**config.mk**
```make
export PLATFORM = sky130hd
export DESIGN_NAME = vn_div_lane
export DESIGN_NICKNAME = d
export VERILOG_FILES = /design/src/sv/vn_pkg.sv /design/src/sv/vn_div_lane.sv
export SDC_FILE = /design/constraint.sdc
export NUM_CORES = 2
export LEC_CHECK = 0
export ABC_AREA = 1
export BUFFER_PORTS_ARGS = -buffer_cell sky130_fd_sc_hd__buf_2
export CORE_ASPECT_RATIO = 1.25
export CORE_MARGIN = 1.5
export CORE_UTILIZATION = 40
export DETAILED_ROUTE_END_ITERATION = 8
export SETUP_SLACK_MARGIN = 0.3
export SLEW_MARGIN = 30
export SYNTH_ARGS = -nofsm -noshare
export SYNTH_HDL_FRONTEND = slang
export SYNTH_SLANG_ARGS = --single-unit
```
**constraint.sdc**
```tcl
create_clock -name clk -period 3.8 [get_ports clk]
set_input_delay 0.19 -clock clk [delete_from_list [all_inputs] [get_ports clk]]
set_output_delay 0.19 -clock clk [all_outputs]
set_load 0.03 [all_outputs]
```
**src/sv/vn_pkg.sv**
```systemverilog
// Shared constants and types for the vector normalize unit.
package vn_pkg;

  localparam int FRAC_BITS = 16;
  localparam int COMP_W    = 32;
  localparam int OUT_W     = FRAC_BITS + 2;
  localparam int LEN_W     = 32;
  localparam int MIN_W     = 17;
  localparam int SQ_STEPS  = LEN_W;
  localparam int REM_W     = LEN_W + 1;
  localparam int QUO_W     = FRAC_BITS + 1;
  localparam int DIV_STEPS = QUO_W;

  // side data that rides along the root and divide stages
  typedef struct packed {
    logic [OUT_W-1:0] rx;
    logic [OUT_W-1:0] ry;
    logic [OUT_W-1:0] rz;
    logic             sx;
    logic             sy;
    logic             sz;
    logic             two_d;
  } side_t;

endpackage

```
**src/sv/vn_div_lane.sv**
```systemverilog
// One divide lane: magnitude * 2^FRAC_BITS / length, one quotient bit per stage.
module vn_div_lane
  import vn_pkg::*;
(
  input  logic              clk,
  input  logic              en,
  input  logic [COMP_W-1:0] mag,
  input  logic [LEN_W-1:0]  len,
  output logic [QUO_W-1:0]  quo
);

  logic [REM_W-1:0] rem [0:DIV_STEPS];
  logic [LEN_W-1:0] dsr [0:DIV_STEPS];
  logic [QUO_W-1:0] q   [0:DIV_STEPS];

  // magnitude never exceeds the length, so the first step yields the top bit
  assign rem[0] = {1'b0, mag};
  assign dsr[0] = len;
  assign q[0]   = '0;

  for (genvar k = 0; k < DIV_STEPS; k++) begin : g_step
    logic             ge;
    logic [REM_W-1:0] diff;
    assign ge   = rem[k] >= {1'b0, dsr[k]};
    assign diff = ge ? (rem[k] - {1'b0, dsr[k]}) : rem[k];
    always_ff @(posedge clk) begin
      if (en) begin
        rem[k+1] <= {diff[REM_W-2:0], 1'b0};
        dsr[k+1] <= dsr[k];
        q[k+1]   <= {q[k][QUO_W-2:0], ge};
      end
    end
  end

  assign quo = q[DIV_STEPS];

endmodule

```
======== Yosys cells after proc, flatten, opt, wreduce, memory -nomap -nowiden ========
Index checks and enable logic that the tools add are counted.
word-level totals
  bits of input ports ..................... 66
  register bits after elaboration ......... 1177
  output and inout bits ................... 17
operators by class
  add/sub/neg operators ................... 16
  $lt $le $gt $ge ......................... 17
  muxes and demuxes ....................... 16
operators with widths
  kind              number
  $ge A33 B32 Y1    16
  $mux W32          16
  $sub A32 B32 Y32  16
  $ge A32 B32 Y1    1

======== Depth between registers and ports, before layout ========
  word-level depth ........................ 2
  gate-level depth with buffers ........... 17
  depth with buffers taken out ............ 15

======== Worst setup path before layout ========
No wires, ideal clock.
  kind .................................... reg2reg
  start point ............................. register rem[390] (netlist name)
  end point ............................... register rem[355] (netlist name) (data pin)
  setup time .............................. 0.253 ns
  data arrival time ....................... 1.720 ns
  cell stages (with the launch flop) ...... 13
  path buffers ............................ 1
  data required time ...................... 3.547 ns
  clock period less this slack ............ 1.973 ns
  path slack .............................. 1.827 ns
  cells stage by stage .................... edfxtp_1 ha_1 nand2_1 inv_2 a21oi_1 nor2_1 nor2_1 nand2_1 nor2_4 nand2_4 buf_8 nand3_2 nand2_1
between the ends
  word-level cells in the longest chain between the ends .. 2
RTL lines
  what                             RTL line           text
  start, declared                  vn_div_lane.sv:12  logic [REM_W-1:0] rem [0:DIV_STEPS];
  start signal, assigned by index  vn_div_lane.sv:28  rem[k+1] <= {diff[REM_W-2:0], 1'b0};
  $ge A33 B32 Y1                   vn_div_lane.sv:24  assign ge = rem[k] >= {1'b0, dsr[k]};
  $mux W32                         vn_div_lane.sv:25  assign diff = ge ? (rem[k] - {1'b0, dsr[k]}) : rem[k];
  net g_step[6].diff[24]           vn_div_lane.sv:23  logic [REM_W-1:0] diff;
The timed path passes the listed nets, and every way through them passes these cells.
A chain may end at the register's enable or synchronous reset.

======== Final worst setup path ========
  start point ............................. register dsr[345] (netlist name)
  end point ............................... register rem[298] (netlist name) (data pin)
between the ends
  word-level cells in the longest chain between the ends .. 1
RTL lines
  what                             RTL line           text
  start, declared                  vn_div_lane.sv:13  logic [LEN_W-1:0] dsr [0:DIV_STEPS];
  start signal, assigned by index  vn_div_lane.sv:29  dsr[k+1] <= dsr[k];
  $ge A33 B32 Y1                   vn_div_lane.sv:24
No other way between the ends.

==> results.md <==
- The post-synthesis simple-gate area fraction is 33.4%.
- The quantity of gates resized following cts is 0.
- In this run the vertical extent of the chip is 520 um.
- The worst setup path is of the reg -> reg kind.
- The clock network accounts for 18.4% of the total power.
- In the final routed layout, each cell accounts on average for 19.8 um.
- The TritonCTS buffer count is 143.
- The synthesized netlist devotes 2.30% of its cell area to XOR and XNOR gates.
- The highest clock frequency the design can meet is 318 MHz.
- The ratio of cells with drive above 1 in the final layout is 5.02%.
- The max-capacitance violation count is 0.
- For this run, the number of Yosys warnings is 0.
- The first TritonRoute pass finished after 8 iterations.
- The post-route non-filler standard cell count is 14778.
- The cell chosen for the clock root is sky130_fd_sc_hd__clkbuf_16.
- The setup violation total in the final timing report is 0.
- Counting cells, the worst reg-to-reg path comes to 11.
- The multi-input combinational cells in the finished layout cover a total of 0.0398 sq mm.
- The combinational group share of total power is 52.5%.
- The highest metal layer carrying signal wires in the routed design is met4.
- Once the floorplan was initialized, standard cells occupied 40.3% of the core.
- In this run, placement finished with an instance count of 14457.
- The sort of element at the end of the critical path is a flip-flop.
- The standby leakage power is 0.0494 uW.
- The cell area after technology mapping is 0.0855 sq mm.
- The final worst slack is 653 ps.
- The number of global-route vias before repair is 70938.
- For this block, wires on met1 add up to 122 mm.
- The total number of placement rows is 189.
- At the pin with the least slew margin, the transition time is 885 ps.
- The count of pins on the block boundary is 83.
- The switching power is 36200 uW.
- The floorplan step defined a die boundary enclosing 0.217 sq mm.
- Overall power consumption after layout is estimated at 76300 uW.
- The accumulated negative setup slack is 0 ps.
- During placement, the flow inserted port buffers numbering 82.
- The share of synthesized area occupied by flip-flops and latches is 41.3%.
- The synthesized netlist devotes 2.49% of its cell area to compound gates.
- The worst setup path is launched from a flip-flop.
- The areal power density over the cells is 810 mW/mm^2.
- Measured against its own limit, the worst slew margin works out to 41.0%.
- The smallest clock period supported by the final layout is computed as 3150 ps.
- The first-pass GRT wire length is 436 mm.
- After layout, the worst path uses 82.8% of the clock period.
- Synthesis produced a netlist whose cell count is 11694.
- The pin count of the biggest net entering global routing is 108.
- The floorplan step defined a core boundary enclosing 0.212 sq mm.
- Relative to the synthesized area, the layout overhead comes to 10.2%.
- After synthesis the netlist holds a flip-flop and latch count of 1177.
- The routability congestion estimate is 0.981.
- The number of nets handed over by synthesis was 12319.
- The worst hold path was traced through 4 stages.
- The final layout contains 12523 nets.
- In this run the horizontal extent of the chip is 417 um.
- Summed over all nets, wire length on met2 after detailed routing comes to 140 mm.
- The number of antenna violations at the first check in global routing is 7.
- The max-slew violation count is 0.
- The maximum level of the CTS H-tree is 4.
- The netlist uses 37 different library cells.
- Data arrives at the worst endpoint at 3650 ps.
- The sequential group share of total power is 29.1%.
- TritonCTS built the clock tree.
- Of all nets on the critical path, the largest fanout is 31.
- Setup repair after global routing left no endpoint under its margin.
- In the synthesized netlist, mux cells make up 0% of the area.
- The total global-route track usage is 26.5%.
- Once detailed placement completed, the half-perimeter wirelength came to 238 mm.
- The wire length after detailed routing is 292 mm.
- The adder-cell share of the synthesized area is 8.32%.
- The synthesized area per cell is 7.31 sq um.
- IR analysis of the VDD net gives a maximum drop of 438 uV.
- The deepest clock path buffer count is 4.
- The worst slack after detailed placement is 633 ps.
- The DRC violation total after the first TritonRoute iteration is 5488.
- The switching power share of the total is 47.4%.
- The run finished with clean final reports.
- The required time of the critical path is 4300 ps.
- The overflow left after global routing is 0.
- The sequential cells in the finished layout cover a total of 0.0353 sq mm.
- The number of hold violations in the final report was 0.
- The total met3 wirelength after detailed routing is 13.3 mm.
- Using the TritonRoute via totals, the vias-per-cell ratio works out to 4.95.
- The dominant combinational cell family by area after synthesis is simple AND/OR/NAND/NOR gates.
- The worst setup skew after layout is 42.6 ps.
- Detailed routing inserted a total of 73155 vias.
- For the worst-skew pair, the clock arrives at the later sink with an insertion delay of 810 ps.
- The remaining routing DRC violations is 0.
- After clock tree synthesis, the clock-pin slew on the worst setup and hold paths is 60 ps.
- Cell internal power was estimated by the tool at 40100 uW.
- The layout filler cell count is 21724.
- The clock sink total is 1177.
- Hold timing on the final database bottoms out at a slack of 90.7 ps.
- Once detail routing completed, the nets flagged for antenna violations numbered 0.
- The class of the tightest hold or removal check is in -> reg.
-- placed cells by master (no fill, tap or decap), drive strengths merged, types with 43 or more instances in the layout --
cell	count
clkinv	43
clkbuf	165
buf	151
inv	2447
edfxtp	1177
nor3	137
nand3	886
and2	132
ha	543
nor2	648
xor2	209
a21oi	352
nand2	4713
nand3b	159
dlygate4sd3	64
nand4	47
-- power groups by stage --
stage | Clock, uW | Sequential (uW) | Combinational [uW]
global route | 14800 | 22400 | 44900
floorplan | 0 | 20600 | 28600
CTS | 14400 | 22200 | 39800
global placement | 0 | 22400 | 39400
finish | 14100 | 22200 | 40000
detailed placement | 0 | 22400 | 39600
-- layer usage --
layer  vias up  global-route usage [%]
li1      36734                       -
met1     33938                    32.8
met2      1942                    45.8
met3       541                    2.87
met4         0                    12.8
met5         -                       0
-- registers in the layout, indices dropped and copies added (netlist names) --
| register | count |
|---|---|
| q | 136 |
| quo | 17 |
| rem | 512 |
| dsr | 512 |
-- cell type report --
type,count,share of cell area (%)
diodes,7,0.0186
clock buffers,165,3.97
clock inverters,84,1.01
inverters,2433,9.69
multi-input cells,7928,42.2
flip-flops and latches,1177,37.5
well taps,2769,3.67
repair buffers,215,1.92
-- stage by stage --
step,area (sq um),utilization (%)
global placement,88900,41.8
detailed placement,88900,41.9
floorplan,85500,-
finish,94300,44.4
CTS,94200,44.4
global route,94300,44.4
-- what timing repair did --
action	4_1_cts	5_1_grt
endpoints found under the hold margin	103	0
endpoints found under the setup margin	0	0
hold buffers	64	0
setup buffers	0	0
-- cell usage after synthesis (all sizes together) --
library cell     n  area, sq um
nand2         4713        18000
buf            152         1220
ha             543         6790
nor3           137          756
and2           132          826
o21ai           28          140
or2             11         68.8
edfxtp        1177        35300
xor2           209         1830
and3             2         12.5
fa              16          320
nor2           648         2570
nand3          886         4860
a21oi          352         1770
o21bai          10         75.1
inv           2433         9140
nand3b         159         1190
xnor2           16          140
nand4           47          294
o21ba            1         10.0
clkbuf           4         20.0
a21o            17          128
o21a             1         7.51
-- path summary, 6_finish.rpt --
kind	startpoint	to	slack (ps)
min reg2reg	q[24]$_DFFE_PP_	quo[8]$_DFFE_PP_	420
max reg2reg	dsr[345]$_DFFE_PP_	rem[298]$_SDFFCE_PN0P_	650
min	mag[1]	rem[530]$_DFFE_PP_	90
max	dsr[345]$_DFFE_PP_	rem[298]$_SDFFCE_PN0P_	650
-- logic make-up after synthesis --
logic type | Yosys count
AND/OR/NAND/NOR | 6735
XOR/XNOR | 225
flip-flops | 1177
AO/OA/AOI/OAI | 409
buffers and inverters | 2589
adder cells (fa/ha/maj) | 559
-- critical path: stages, from the launching register on --
cell and delay [ps]:
sky130_fd_sc_hd__edfxtp_1 510, sky130_fd_sc_hd__inv_1 80, sky130_fd_sc_hd__ha_1 430, sky130_fd_sc_hd__nand2_1 160, sky130_fd_sc_hd__nor2_1 320, sky130_fd_sc_hd__nand2_1 80, sky130_fd_sc_hd__nor3_1 140, sky130_fd_sc_hd__nand2_1 120
sky130_fd_sc_hd__nand2_1 130, sky130_fd_sc_hd__nor2_4 60, sky130_fd_sc_hd__buf_4 280, sky130_fd_sc_hd__a21oi_1 520
Power figures use the tool's default switching activity.
